--- src/hw/rtl/mlhp_pkg.sv ---
`timescale 1ns / 1ps
// Shared types and constants for the mesh layer-2 header parser.
// No dependencies; imported by every module of the block.
package mlhp_pkg;

  localparam int MAX_FRAME_BYTES_DEF = 256;
  localparam int OUT_FIFO_DEPTH      = 4;
  localparam int CFG_IDX_W           = 2;
  localparam int ID_MAX_BYTES        = 5;

  localparam logic [CFG_IDX_W-1:0] CFG_OWN_ID_CURRENT  = 2'd0;
  localparam logic [CFG_IDX_W-1:0] CFG_OWN_ID_PREVIOUS = 2'd1;
  localparam logic [CFG_IDX_W-1:0] CFG_PROTO_MASK      = 2'd2;

  localparam logic [2:0] ST_OK        = 3'd0;
  localparam logic [2:0] ST_BAD_LEN   = 3'd1;
  localparam logic [2:0] ST_BAD_CTRL  = 3'd2;
  localparam logic [2:0] ST_BAD_DEST  = 3'd3;
  localparam logic [2:0] ST_BAD_SRC   = 3'd4;
  localparam logic [2:0] ST_EMPTY     = 3'd5;
  localparam logic [2:0] ST_NOT_OURS  = 3'd6;
  localparam logic [2:0] ST_PROTO_OFF = 3'd7;

  localparam logic ITEM_PAYLOAD = 1'b0;
  localparam logic ITEM_VERDICT = 1'b1;

  typedef enum logic [2:0] {
    PH_CTRL1   = 3'd0,
    PH_CTRL2   = 3'd1,
    PH_DEST    = 3'd2,
    PH_SRC     = 3'd3,
    PH_PAYLOAD = 3'd4,
    PH_DRAIN   = 3'd5
  } phase_t;

  typedef struct packed {
    logic        item_kind;
    logic [7:0]  payload_byte;
    logic [2:0]  status;
    logic        is_broadcast;
    logic [2:0]  security_mode;
    logic [3:0]  protocol;
    logic [31:0] dest_id;
    logic [31:0] source_id;
    logic [8:0]  payload_count;
    logic        last_of_frame;
  } result_t;

  typedef struct packed {
    logic    val_a;
    logic    val_b;
    result_t res_a;
    result_t res_b;
  } push_t;

endpackage

--- src/hw/rtl/mlhp_parser.sv ---
`timescale 1ns / 1ps
// Per-byte frame parser: control field, IDs, held payload byte and verdict.
// Depends on mlhp_pkg; feeds up to two result items per byte to the output queue.
module mlhp_parser import mlhp_pkg::*; #(
  parameter int MAX_FRAME_BYTES = MAX_FRAME_BYTES_DEF
) (
  input  logic        clk,
  input  logic        rst_n,
  input  logic        take,
  input  logic [7:0]  rx_byte,
  input  logic        frame_end,
  input  logic [31:0] own_id_current,
  input  logic [31:0] own_id_previous,
  input  logic [15:0] protocol_enable_mask,
  output push_t       push
);

  localparam int FLEN_W = $clog2(MAX_FRAME_BYTES + 2);
  localparam logic [FLEN_W-1:0] FLEN_MAX = FLEN_W'(MAX_FRAME_BYTES);
  localparam logic [FLEN_W-1:0] FLEN_MIN = FLEN_W'(2);

  phase_t             phase_r, phase_nxt;
  logic [FLEN_W-1:0]  flen_r, flen_nxt;
  logic [31:0]        acc_r, acc_nxt;
  logic [2:0]         cnt_r, cnt_nxt;
  logic [31:0]        dest_r, dest_nxt;
  logic [31:0]        src_r, src_nxt;
  logic [7:0]         ctrl_r, ctrl_nxt;
  logic [2:0]         err_r, err_nxt;
  logic [7:0]         held_r, held_nxt;
  logic               held_vld_r, held_vld_nxt;
  logic [8:0]         pcnt_r, pcnt_nxt;

  logic               in_range;
  logic [31:0]        acc_shift;
  logic [2:0]         cnt_inc;
  logic               id_full;
  logic [8:0]         vcount;
  logic [2:0]         vstatus;
  logic               dest_ok;
  result_t            verdict;
  result_t            pay_res;

  assign in_range  = flen_r < FLEN_MAX;
  assign acc_shift = {acc_r[24:0], rx_byte[6:0]};
  assign cnt_inc   = cnt_r + 3'd1;
  assign id_full   = cnt_inc >= 3'(ID_MAX_BYTES);
  assign vcount    = pcnt_r + 9'(held_vld_r);
  assign dest_ok   = (dest_r != 32'd0) &&
                     ((dest_r == own_id_current) || (dest_r == own_id_previous));

  always_comb begin
    priority if ((flen_r < FLEN_MIN) || (flen_r > FLEN_MAX)) begin
      vstatus = ST_BAD_LEN;
    end else if (err_r != ST_OK) begin
      vstatus = err_r;
    end else if ((phase_r == PH_CTRL1) || (phase_r == PH_CTRL2)) begin
      vstatus = ST_BAD_CTRL;
    end else if (phase_r == PH_DEST) begin
      vstatus = ST_BAD_DEST;
    end else if (phase_r == PH_SRC) begin
      vstatus = ST_BAD_SRC;
    end else if (vcount == 9'd0) begin
      vstatus = ST_EMPTY;
    end else if (!ctrl_r[7] && !dest_ok) begin
      vstatus = ST_NOT_OURS;
    end else if (!protocol_enable_mask[ctrl_r[3:0]]) begin
      vstatus = ST_PROTO_OFF;
    end else begin
      vstatus = ST_OK;
    end
  end

  always_comb begin
    verdict               = '0;
    verdict.item_kind     = ITEM_VERDICT;
    verdict.status        = vstatus;
    verdict.is_broadcast  = ctrl_r[7];
    verdict.security_mode = ctrl_r[6:4];
    verdict.protocol      = ctrl_r[3:0];
    verdict.dest_id       = ctrl_r[7] ? 32'd0 : dest_r;
    verdict.source_id     = src_r;
    verdict.payload_count = vcount;
    verdict.last_of_frame = 1'b1;
    pay_res               = '0;
    pay_res.item_kind     = ITEM_PAYLOAD;
    pay_res.payload_byte  = held_r;
  end

  // Next parse phase
  always_comb begin
    phase_nxt = phase_r;
    if (take) begin
      if (frame_end) begin
        phase_nxt = PH_CTRL1;
      end else if (in_range) begin
        unique case (phase_r)
          PH_CTRL1: phase_nxt = rx_byte[7] ? PH_CTRL2 : (rx_byte[6] ? PH_SRC : PH_DEST);
          PH_CTRL2: phase_nxt = rx_byte[7] ? PH_DRAIN : (ctrl_r[7] ? PH_SRC : PH_DEST);
          PH_DEST:  phase_nxt = !rx_byte[7] ? PH_SRC : (id_full ? PH_DRAIN : PH_DEST);
          PH_SRC:   phase_nxt = !rx_byte[7] ? PH_PAYLOAD : (id_full ? PH_DRAIN : PH_SRC);
          default:  phase_nxt = phase_r;
        endcase
      end
    end
  end

  // Datapath and result items
  always_comb begin
    flen_nxt     = flen_r;
    acc_nxt      = acc_r;
    cnt_nxt      = cnt_r;
    dest_nxt     = dest_r;
    src_nxt      = src_r;
    ctrl_nxt     = ctrl_r;
    err_nxt      = err_r;
    held_nxt     = held_r;
    held_vld_nxt = held_vld_r;
    pcnt_nxt     = pcnt_r;
    push         = '0;
    if (take) begin
      if (frame_end) begin
        if (held_vld_r) begin
          push.val_a = 1'b1;
          push.res_a = pay_res;
          push.val_b = 1'b1;
          push.res_b = verdict;
        end else begin
          push.val_a = 1'b1;
          push.res_a = verdict;
        end
        flen_nxt     = '0;
        acc_nxt      = '0;
        cnt_nxt      = '0;
        dest_nxt     = '0;
        src_nxt      = '0;
        ctrl_nxt     = '0;
        err_nxt      = ST_OK;
        held_nxt     = '0;
        held_vld_nxt = 1'b0;
        pcnt_nxt     = '0;
      end else begin
        if (flen_r <= FLEN_MAX) begin
          flen_nxt = flen_r + FLEN_W'(1);
        end
        if (in_range) begin
          unique case (phase_r)
            PH_CTRL1: begin
              ctrl_nxt = {rx_byte[6], 1'b0, rx_byte[5:4], 2'b00, rx_byte[3:2]};
            end
            PH_CTRL2: begin
              ctrl_nxt = {ctrl_r[7], ctrl_r[6] ^ rx_byte[6], ctrl_r[5:4],
                          ctrl_r[1:0], rx_byte[1:0]};
              if (rx_byte[7]) begin
                err_nxt = ST_BAD_CTRL;
              end
            end
            PH_DEST, PH_SRC: begin
              acc_nxt = acc_shift;
              cnt_nxt = cnt_inc;
              if (!rx_byte[7]) begin
                if (phase_r == PH_DEST) begin
                  dest_nxt = acc_shift;
                end else begin
                  src_nxt = acc_shift;
                end
                acc_nxt = '0;
                cnt_nxt = '0;
              end else if (id_full) begin
                err_nxt = (phase_r == PH_DEST) ? ST_BAD_DEST : ST_BAD_SRC;
              end
            end
            PH_PAYLOAD: begin
              if (held_vld_r) begin
                push.val_a = 1'b1;
                push.res_a = pay_res;
                pcnt_nxt   = pcnt_r + 9'd1;
              end
              held_nxt     = rx_byte;
              held_vld_nxt = 1'b1;
            end
            default: begin
              held_nxt = held_r;
            end
          endcase
        end
      end
    end
  end

  always_ff @(posedge clk) begin
    if (!rst_n) begin
      phase_r    <= PH_CTRL1;
      flen_r     <= '0;
      acc_r      <= '0;
      cnt_r      <= '0;
      dest_r     <= '0;
      src_r      <= '0;
      ctrl_r     <= '0;
      err_r      <= ST_OK;
      held_r     <= '0;
      held_vld_r <= 1'b0;
      pcnt_r     <= '0;
    end else begin
      phase_r    <= phase_nxt;
      flen_r     <= flen_nxt;
      acc_r      <= acc_nxt;
      cnt_r      <= cnt_nxt;
      dest_r     <= dest_nxt;
      src_r      <= src_nxt;
      ctrl_r     <= ctrl_nxt;
      err_r      <= err_nxt;
      held_r     <= held_nxt;
      held_vld_r <= held_vld_nxt;
      pcnt_r     <= pcnt_nxt;
    end
  end

endmodule

--- src/hw/rtl/mlhp_out_fifo.sv ---
`timescale 1ns / 1ps
// Small result queue: takes up to two items per cycle, gives one per cycle on pop.
// Depends on mlhp_pkg for result_t and push_t.
module mlhp_out_fifo import mlhp_pkg::*; (
  input  logic    clk,
  input  logic    rst_n,
  input  push_t   push,
  input  logic    pop,
  output result_t head,
  output logic    not_empty,
  output logic    room2
);

  localparam int PTR_W = $clog2(OUT_FIFO_DEPTH);
  localparam int CNT_W = $clog2(OUT_FIFO_DEPTH + 1);

  result_t            mem [OUT_FIFO_DEPTH];
  logic [PTR_W-1:0]   wr_ptr_r, wr_ptr_nxt;
  logic [PTR_W-1:0]   rd_ptr_r, rd_ptr_nxt;
  logic [CNT_W-1:0]   count_r, count_nxt;
  logic [PTR_W-1:0]   wr_ptr_b;

  assign wr_ptr_b   = wr_ptr_r + PTR_W'(1);
  assign wr_ptr_nxt = wr_ptr_r + PTR_W'(push.val_a) + PTR_W'(push.val_b);
  assign rd_ptr_nxt = rd_ptr_r + PTR_W'(pop);
  assign count_nxt  = count_r + CNT_W'(push.val_a) + CNT_W'(push.val_b) - CNT_W'(pop);
  assign head       = mem[rd_ptr_r];
  assign not_empty  = count_r != '0;
  assign room2      = count_r <= CNT_W'(OUT_FIFO_DEPTH - 2);

  always_ff @(posedge clk) begin
    if (push.val_a) begin
      mem[wr_ptr_r] <= push.res_a;
    end
    if (push.val_b) begin
      mem[wr_ptr_b] <= push.res_b;
    end
  end

  always_ff @(posedge clk) begin
    if (!rst_n) begin
      wr_ptr_r <= '0;
      rd_ptr_r <= '0;
      count_r  <= '0;
    end else begin
      wr_ptr_r <= wr_ptr_nxt;
      rd_ptr_r <= rd_ptr_nxt;
      count_r  <= count_nxt;
    end
  end

endmodule

--- src/hw/rtl/mesh_l2_header_parser_top.sv ---
`timescale 1ns / 1ps
// Mesh layer-2 receive header parser, top level with configuration registers.
// Depends on mlhp_pkg, mlhp_parser and mlhp_out_fifo.
//
// Takes one frame byte per cycle while in_ready is high. Each byte is parsed
// in the cycle it is accepted and its result items enter a four-entry output
// queue, so a result can be taken in the cycle after its byte. Payload bytes
// leave one byte late; the frame-end beat (its byte is not parsed) yields the
// held payload byte (if any) and the verdict in the same cycle. The queue
// drains one item per cycle while out_ready is high, and the input is ready
// while the queue has at least two free entries, so the block sustains one
// byte per cycle when the output side also takes one item per cycle.
// Configuration writes are taken in any cycle.
module mesh_l2_header_parser_top import mlhp_pkg::*; #(
  parameter int MAX_FRAME_BYTES = MAX_FRAME_BYTES_DEF
) (
  input  logic                 clk,
  input  logic                 rst_n,
  input  logic                 in_valid,
  output logic                 in_ready,
  input  logic [7:0]           in_rx_byte,
  input  logic                 in_frame_end,
  output logic                 out_valid,
  input  logic                 out_ready,
  output logic                 out_item_kind,
  output logic [7:0]           out_payload_byte,
  output logic [2:0]           out_status,
  output logic                 out_is_broadcast,
  output logic [2:0]           out_security_mode,
  output logic [3:0]           out_protocol,
  output logic [31:0]          out_dest_id,
  output logic [31:0]          out_source_id,
  output logic [8:0]           out_payload_count,
  output logic                 out_last_of_frame,
  input  logic                 cfg_valid,
  output logic                 cfg_ready,
  input  logic [CFG_IDX_W-1:0] cfg_index,
  input  logic [31:0]          cfg_data
);

  logic [31:0] own_cur_r;
  logic [31:0] own_prev_r;
  logic [15:0] proto_mask_r;
  logic        take;
  logic        pop;
  logic        room2;
  push_t       push;
  result_t     head;

  assign cfg_ready = 1'b1;
  assign take      = in_valid & in_ready;
  assign in_ready  = room2;
  assign pop       = out_valid & out_ready;

  always_ff @(posedge clk) begin
    if (!rst_n) begin
      own_cur_r    <= '0;
      own_prev_r   <= '0;
      proto_mask_r <= '0;
    end else if (cfg_valid && cfg_ready) begin
      unique case (cfg_index)
        CFG_OWN_ID_CURRENT:  own_cur_r    <= cfg_data;
        CFG_OWN_ID_PREVIOUS: own_prev_r   <= cfg_data;
        CFG_PROTO_MASK:      proto_mask_r <= cfg_data[15:0];
        default:             proto_mask_r <= proto_mask_r;
      endcase
    end
  end

  mlhp_parser #(
    .MAX_FRAME_BYTES(MAX_FRAME_BYTES)
  ) u_parser (
    .clk                 (clk),
    .rst_n               (rst_n),
    .take                (take),
    .rx_byte             (in_rx_byte),
    .frame_end           (in_frame_end),
    .own_id_current      (own_cur_r),
    .own_id_previous     (own_prev_r),
    .protocol_enable_mask(proto_mask_r),
    .push                (push)
  );

  mlhp_out_fifo u_out_fifo (
    .clk      (clk),
    .rst_n    (rst_n),
    .push     (push),
    .pop      (pop),
    .head     (head),
    .not_empty(out_valid),
    .room2    (room2)
  );

  assign out_item_kind     = head.item_kind;
  assign out_payload_byte  = head.payload_byte;
  assign out_status        = head.status;
  assign out_is_broadcast  = head.is_broadcast;
  assign out_security_mode = head.security_mode;
  assign out_protocol      = head.protocol;
  assign out_dest_id       = head.dest_id;
  assign out_source_id     = head.source_id;
  assign out_payload_count = head.payload_count;
  assign out_last_of_frame = head.last_of_frame;

  a_end_gives_item: assert property (@(posedge clk) disable iff (!rst_n)
    (in_valid && in_ready && in_frame_end) |=> out_valid)
    else $error("frame end accepted but no result queued");

  a_verdict_last: assert property (@(posedge clk) disable iff (!rst_n)
    out_valid |-> (out_item_kind == out_last_of_frame))
    else $error("last_of_frame does not match verdict item");

  a_payload_clean: assert property (@(posedge clk) disable iff (!rst_n)
    (out_valid && (out_item_kind == ITEM_PAYLOAD)) |->
      ((out_status == ST_OK) && (out_payload_count == 9'd0)))
    else $error("payload item carries verdict fields");

  a_bcast_dest: assert property (@(posedge clk) disable iff (!rst_n)
    (out_valid && (out_item_kind == ITEM_VERDICT) && out_is_broadcast) |->
      (out_dest_id == 32'd0))
    else $error("broadcast verdict with nonzero destination");

endmodule
--- config.mk ---
export PLATFORM = sky130hd
export DESIGN_NAME = mesh_l2_header_parser_top
export DESIGN_NICKNAME = d
export VERILOG_FILES = /design/src/hw/rtl/mlhp_pkg.sv /design/src/hw/rtl/mlhp_parser.sv /design/src/hw/rtl/mlhp_out_fifo.sv /design/src/hw/rtl/mesh_l2_header_parser_top.sv
export SDC_FILE = /design/constraint.sdc
export NUM_CORES = 1
export LEC_CHECK = 0
export ABC_AREA = 1
export CAP_MARGIN = 20
export CORE_MARGIN = 3
export CORE_UTILIZATION = 65
export DETAILED_ROUTE_END_ITERATION = 6
export DONT_BUFFER_PORTS = 1
export PLACE_DENSITY = 0.81
export SYNTH_ARGS = -nofsm -noshare
export SYNTH_HDL_FRONTEND = slang
export SYNTH_SLANG_ARGS = --single-unit
export TNS_END_PERCENT = 30
--- constraint.sdc ---
create_clock -name clk -period 8.55 [get_ports clk]
set_input_delay 0.4275 -clock clk [delete_from_list [all_inputs] [get_ports clk]]
set_output_delay 0.4275 -clock clk [all_outputs]
set_load 0.005 [all_outputs]
==> run summary, run 1 <==
Status: finished, final reports clean
H-tree levels: 2
Antenna violations before repair: 2
Final-layout fill cell count: 2729
TritonRoute pass-1 iters: 6
Starting Density: 0.669
Site row count: 71
FMAX: 0.267 GHz
DP HPWL: 41100 um
Number of global-route vias before repair: 19100
Final core occ: 0.728
Routing usage on met1: 0.461
Vias after detailed routing: 20200
Crit path capture type: output port
DIE HEIGHT: 204 um
Final Cycle Share: 0.439
Worst r2r src: u_out_fifo.count_r[1]
Clk root buf: clkbuf_16
Reg2reg path depth: 12
GR peak layer: met2
WS Path Type: flop to output port
Max-Slew Margin vs Limit: 0.254
Main synth FF type: edfxtp_1
Clock period minus worst slack: 3750 ps
P&R area growth vs syn: 8.87%
Clk buf depth: 3
Pwr dens: 268 mW/mm2
RSZ-0062 raised after global routing: no
Synth Register Bits: 592
Pleak: 9.33 nW
Post-route ant nets: 0
Die X: 204 um
Num ports: 145
Final wirelength: 68000 um
Clk Latency, worst-skew pair: 610 ps
Cells after Synth: 2798
Fin. max-slew vios: 0
Overflow after GRT: 0
Worst hold path class: input pin to flop
Largest net degree at the start of global routing: 152
Setup Fix Bufs, Post-CTS: 0
TritonCTS Buffers: 57
Setup-failing EPs final: 0
Clock Sink Count: 592
Mean Syn Cell Area: 9.13 um2
GR Layer Usage met3: 0.0664
Unique masters post-synth: 48
Die area: 0.0417 mm2
Worst Path Max Fanout: 97
Crit start category: flop
TritonCTS clock tree: yes
Worst Path Arrival: 3320 ps
GRT Total Usage: 0.322
Worst Max-Slew Pin Slew: 1120 ps
Final hold slack: 21.7 ps
First-pass GRT wire length: 105000 um
Peak VDD IR: 0.000220 V
Gp weighted congestion: 0.889
Final setup skew: 25.4 ps
Met2 Use GR: 0.500
Routed len/inst: 20.6 um
Core area: 0.0382 mm2
Placed cell count: 3158
R2r endpoint: u_out_fifo.mem[0][65]
Worst EP required: 8120 ps
Setup_tns: 0 ps
Synthesized net count: 2860
Reg-to-reg setup timing slack: 4980 ps
Async set-or-reset flop fraction in the synthesized netlist: 0
Initial DRC count: 2409
Vias per inst: 6.11
Clk slew on worst S/H paths: 60 ps
Crit path from: u_out_fifo.rd_ptr_r[0]
Yosys warns: 0
IO Port Bufs: 0
Commonest non-fill, non-tap cells in the layout: 722 x nor2_1, 379 x o21ai_0, 340 x edfxtp_1
# DRC: 0
Nets@finish: 2804
Max Cap Viol: 0
Sequential-to-total area share from yosys stat: 0.597
Final Hold Violating Endpoints: 0
Non-Filler Instances: 3302
Share of cells above drive strength 1: 0.0559
Crit path capture: out_status[0]
Commonest non-fill, non-tap cell in the layout: nor2_1
Cell area after synthesis: 0.0255 mm2
Post-synth EDFFs: 340
## Yosys cell counts (9+ instances only)
cell      instances  area, um2
nor2_1          722       2710
o21ai_0         380       1900
edfxtp_1        340      10200
dfxtp_1         252       5040
nand2_1         248        931
inv_1           173        649
a21oi_1         165        826
clkbuf_1        114        428
o22ai_1         101        632
xnor2_1          55        482
nand3_1          44        220
a211oi_1         30        225
buf_2            27        135
nor3_1           18       90.1
buf_6            16        180
ha_1             11        138
inv_2            11       41.3
buf_1             9       33.8
nor4_1            9       56.3
## routing by layer
| layer | share of wire | up-vias |
|---|---|---|
| met5 | 0 | - |
| met4 | 0.028 | 0 |
| met3 | 0.12 | 138 |
| met2 | 0.46 | 1184 |
| met1 | 0.39 | 9553 |
| li1 | - | 9311 |
## state kept, by name, summed over array words and instances (netlist names), 8 cells and up
signal and flops:
own_cur_r 32, proto_mask_r 16, own_prev_r 32, u_parser.held_r 8
u_parser.acc_r 25, u_parser.src_r 32, u_parser.flen_r 9, u_out_fifo.mem 372
u_parser.ctrl_r 8, u_parser.pcnt_r 9, u_parser.dest_r 32
## metrics by stage
step	power (mW)	area, um2	setup WS, ps
after CTS	7.44	27800	4860
after global routing	7.78	27800	4680
final	7.46	27800	4800
after global placement	4.94	25600	5070
after floorplan	4.50	25500	4570
after detailed placement	5.00	25600	5000
## layout make-up
type	count	area, um2	area share
Clock inverter	7	50.0	0.00180
Timing Repair Buffer	57	553	0.0199
Inverter	189	716	0.0257
Clock buffer	100	1780	0.0642
Tap cell	511	639	0.0230
Sequential cell	592	15300	0.549
Multi-Input combinational cell	1845	8800	0.317
Antenna cell	1	2.50	0.0000900
## kinds of logic after synthesis
kind of cell | after synthesis | synth area share
AOI/OAI and AO/OA | 691 | 0.145
xor gates and xnor gates | 61 | 0.0209
buffers and inverters | 361 | 0.0599
other | 1 | 0.000147
DFF | 592 | 0.597
adders and majority gates | 14 | 0.00774
and+or+nand+nor | 1078 | 0.169
## critical path: stages, from the launching register on
cell     delay, ps
dfxtp_4        350
buf_4          660
buf_4          920
o21ai_0        230
o22ai_1        450
## worst min-delay path by stage
| stage | startpoint | end | slack (ps) | depth (start not counted) |
|---|---|---|---|---|
| floorplan | proto_mask_r[0] | proto_mask_r[0] | 420 | 2 |
| global placement | proto_mask_r[4] | proto_mask_r[4] | 430 | 2 |
| detailed placement | proto_mask_r[8] | proto_mask_r[8] | 440 | 2 |
| CTS | cfg_data[15] | proto_mask_r[15] | 1 | 2 |
| global route | cfg_data[7] | own_prev_r[7] | 20 | 2 |
| finish | cfg_data[15] | proto_mask_r[15] | 20 | 2 |
## where the power goes
part	switching, mW	total, mW	internal [mW]
clock network	1.04	2.45	1.41
logic	1.22	1.69	0.468
registers	0.163	3.33	3.16
total	2.43	7.46	5.04
## timing repair
action                                 in CTS  in global routing
hold buffers                               35                  0
gates resized for setup                     0                  0
endpoints found under the hold margin     151                  0
Note: power is estimated with default switching activity, not from simulation.
==> inputs of run 2 (changes only) <==
CORE_UTILIZATION = 64   (was 65)
PLACE_DENSITY = 0.8   (was 0.81)
clock period = 3.9 ns   (was 8.55 ns; I/O delays follow)
==> run 2 against run 1 <==
The run now ends with DRC, hold timing left. Sequential power rose by 120%. Worst setup slack lost 4000 ps. Clock-buffer cell count down 16. Final cell count grew 0.85%. Combinational power increased by 120%. Wire length about the same. Sequential share of layout area is 0.64 points lower. Flip-flop and latch count unchanged. Design area up 1.2%. Critical path depth up 8. Utilization is 0.66 points lower. Register-to-register slack lost 4200 ps.
==> run summary, run 2 (synthesis gave the netlist of run 1 again) <==
IO Port Bufs: 0 (unchanged)
GRT Total Usage: 0.318 (was 0.322)
Crit path from: u_out_fifo.count_r[1] (was u_out_fifo.rd_ptr_r[0])
Crit-path cells: inv_1 > ha_1 > a31o_4 > nand2_4 > nor2_4 > nand3_2 > nand2_4 > o21ai_4 > nor2_4 > inv_1 > nand2_4 > buf_4 (was buf_4 > buf_4 > o21ai_0 > o22ai_1)
Stages on worst setup path: 12 (was 4)
Buf/Inv on CP: 3 (was 2)
DIE HEIGHT: 206 um (was 204 um)
CP delay by family, top: simple AND/OR/NAND/NOR gates (was buffers and inverters)
Fin. max-slew vios: 0 (unchanged)
Non-Filler Instances: 3330 (was 3302)
Nets@finish: 2825 (was 2804)
Die X: 206 um (was 204 um)
Worst hold path class: input pin to flop (unchanged)
Number of global-route vias before repair: 19500 (was 19100)
Worst r2r src: u_out_fifo.count_r[1] (unchanged)
Clock Sink Count: 592 (unchanged)
Worst Path Max Fanout: 30 (was 97)
Crit start category: flop (unchanged)
Post-route ant nets: 0 (unchanged)
Clk slew on worst S/H paths: 60 ps (about the same)
Max Cap Viol: 0 (unchanged)
Net Sw Frac: 0.327 (was 0.325)
TritonCTS Buffers: 58 (was 57)
# diodes: 0 (was 1)
Final Hold Violating Endpoints: 3 (was 0)
Final Cycle Share: 0.802
Commonest non-fill, non-tap cells in the layout: 722 x nor2_1, 379 x o21ai_0, 340 x edfxtp_1 (unchanged)
Pleak: 9.45 nW (was 9.33 nW)
Final Total Pwr: 16.5 mW (was 7.46 mW)
Largest stage delay, worst path: 500 ps (was 920 ps)
Post-DP Area: 0.0258 mm2 (was 0.0256 mm2)
P&R area growth vs syn: 10.2% (was 8.87%)
Final hold slack: -15.6 ps (was 21.7 ps)
Final wirelength: 68100 um (was 68000 um)
Worst EP required: 4200 ps (was 8120 ps)
Antenna violations before repair: 0 (was 2)
Overflow after GRT: 0 (unchanged)
Setup Fix Bufs, Post-CTS: 0 (unchanged)
Worst Path Arrival: 3430 ps (was 3320 ps)
Clock period minus worst slack: 3130 ps
Crit path capture: u_out_fifo.mem[3][42] (was out_status[0])
Vias per inst: 6.10 (was 6.11)
Placed cell count: 3176 (was 3158)
Status: finished with violations (was finished, final reports clean)
Clk Latency, worst-skew pair: 610 ps (about the same)
Commonest non-fill, non-tap cell in the layout: nor2_1 (unchanged)
Final-layout fill cell count: 2754 (was 2729)
Cell area after layout: 0.0281 mm2 (was 0.0278 mm2)
CP max stage cell: nand2_4 (was buf_4)
Num ports: 145 (unchanged)
First-pass GRT wire length: 106000 um (was 105000 um)
P_sw: 5.42 mW (was 2.43 mW)
Failing checks: DRC, hold timing
Site row count: 72 (was 71)
Core area: 0.0390 mm2 (was 0.0382 mm2)
Reg2reg path depth: 12 (unchanged)
Clock network fraction of design power: 0.333 (was 0.328)
Crit path capture type: flop (was output port)
TritonRoute pass-1 iters: 7 (was 6)
Hold Path Depth: 3 (was 2)
Initial DRC count: 2464 (was 2409)
Worst Max-Slew Pin Slew: 1160 ps (was 1120 ps)
Die area: 0.0423 mm2 (was 0.0417 mm2)
Pwr dens: 588 mW/mm2 (was 268 mW/mm2)
Vias after detailed routing: 20300 (was 20200)
Clk buf depth: 3 (unchanged)
Cell Int Power: 11.1 mW (was 5.04 mW)
Max-Slew Margin vs Limit: 0.225 (was 0.254)
WS Path Type: flop to flop (was flop to output port)
Share of cells above drive strength 1: 0.0612 (was 0.0559)
Peak VDD IR: 0.000559 V (was 0.000220 V)
RSZ-0062 raised after global routing: no (unchanged)
Crit-path most repeated cell: nand2_4 (was buf_4)
# DRC: 2 (was 0)
Gp weighted congestion: 0.882 (was 0.889)
Largest net degree at the start of global routing: 188 (was 152)
TritonCTS clock tree: yes (unchanged)
H-tree levels: 2 (unchanged)
Starting Density: 0.655 (was 0.669)
Top reg by flops: u_out_fifo.mem (unchanged)
Reg-to-reg setup timing slack: 770 ps (was 4980 ps)
R2r endpoint: u_out_fifo.mem[3][42] (was u_out_fifo.mem[0][65])
Final setup skew: 17.8 ps (was 25.4 ps)
Comb pwr share: 0.228 (was 0.226)
Routed len/inst: 20.4 um (was 20.6 um)
Flop pwr share: 0.438 (was 0.446)
Setup-failing EPs final: 0 (unchanged)
Max reg flops: 372 (unchanged)
Clk root buf: clkbuf_16 (unchanged)
FMAX: 0.320 GHz
DP HPWL: 43000 um (was 41100 um)
-- run 2: cell types whose count changed in the layout (fill, tap and decap cells not counted), sizes merged --
cell	delta
inv	+3
bufinv	+3
clkbuf	-15
clkinvlp	+7
clkinv	+5
buf	+11
diode	-1
dlygate4sd3	+8
-- run 2: area by class of cell --
type	count	area, um2	share of cell area
multi-input combinational	1845	8800	0.313
tap	518	648	0.0230
clock buffer	84	1650	0.0587
timing repair buffer	77	833	0.0296
inverter	189	714	0.0254
clock inverter	25	226	0.00805
sequential	592	15300	0.542
-- run 2: worst min-delay path by stage --
| stage | slack (ps) | end | startpoint |
|---|---|---|---|
| final | -20 | u_out_fifo.count_r[1] | rst_n |
| after floorplan | 360 | own_cur_r[0] | cfg_data[0] |
| after detailed placement | 310 | u_out_fifo.count_r[1] | rst_n |
| after global placement | 310 | u_out_fifo.count_r[0] | rst_n |
| after CTS | 2 | u_parser.phase_r[2] | in_rx_byte[7] |
| after global routing | 40 | u_parser.phase_r[2] | in_rx_byte[7] |
-- run 2: worst min-delay path: stages --
cell	delay, ps
buf_16	200
nand2_1	110
inv_1	30
-- run 2: power groups by stage --
stage,clock [mW],sequential [mW],combinational (mW)
floorplan,0,7.25,2.62
global placement,0,7.35,3.53
detailed placement,0,7.37,3.63
CTS,5.56,7.24,3.75
global route,5.79,7.28,4.17
finish,5.52,7.25,3.78
-- run 2: through the flow --
step	TNS (ps)	worst slack (ps)	util
after floorplan	-11360	-69.3	-
after detailed placement	0	810	0.661
after global routing	0	539	0.721
after global placement	0	917	0.661
after CTS	0	735	0.720
final	0	770	0.721
-- run 2: layer usage --
layer / global-route usage / vias to the layer above / share of wire
met4: 0.103 / 0 / 0.027
met3: 0.0750 / 142 / 0.12
met1: 0.434 / 9606 / 0.39
met5: 0 / - / 0
met2: 0.507 / 1199 / 0.46
li1: - / 9355 / -
-- run 2: timing repair --
action                                 CTS  global route
hold buffers                            43             0
endpoints found under the hold margin  202             0
gates resized for setup                  0             0
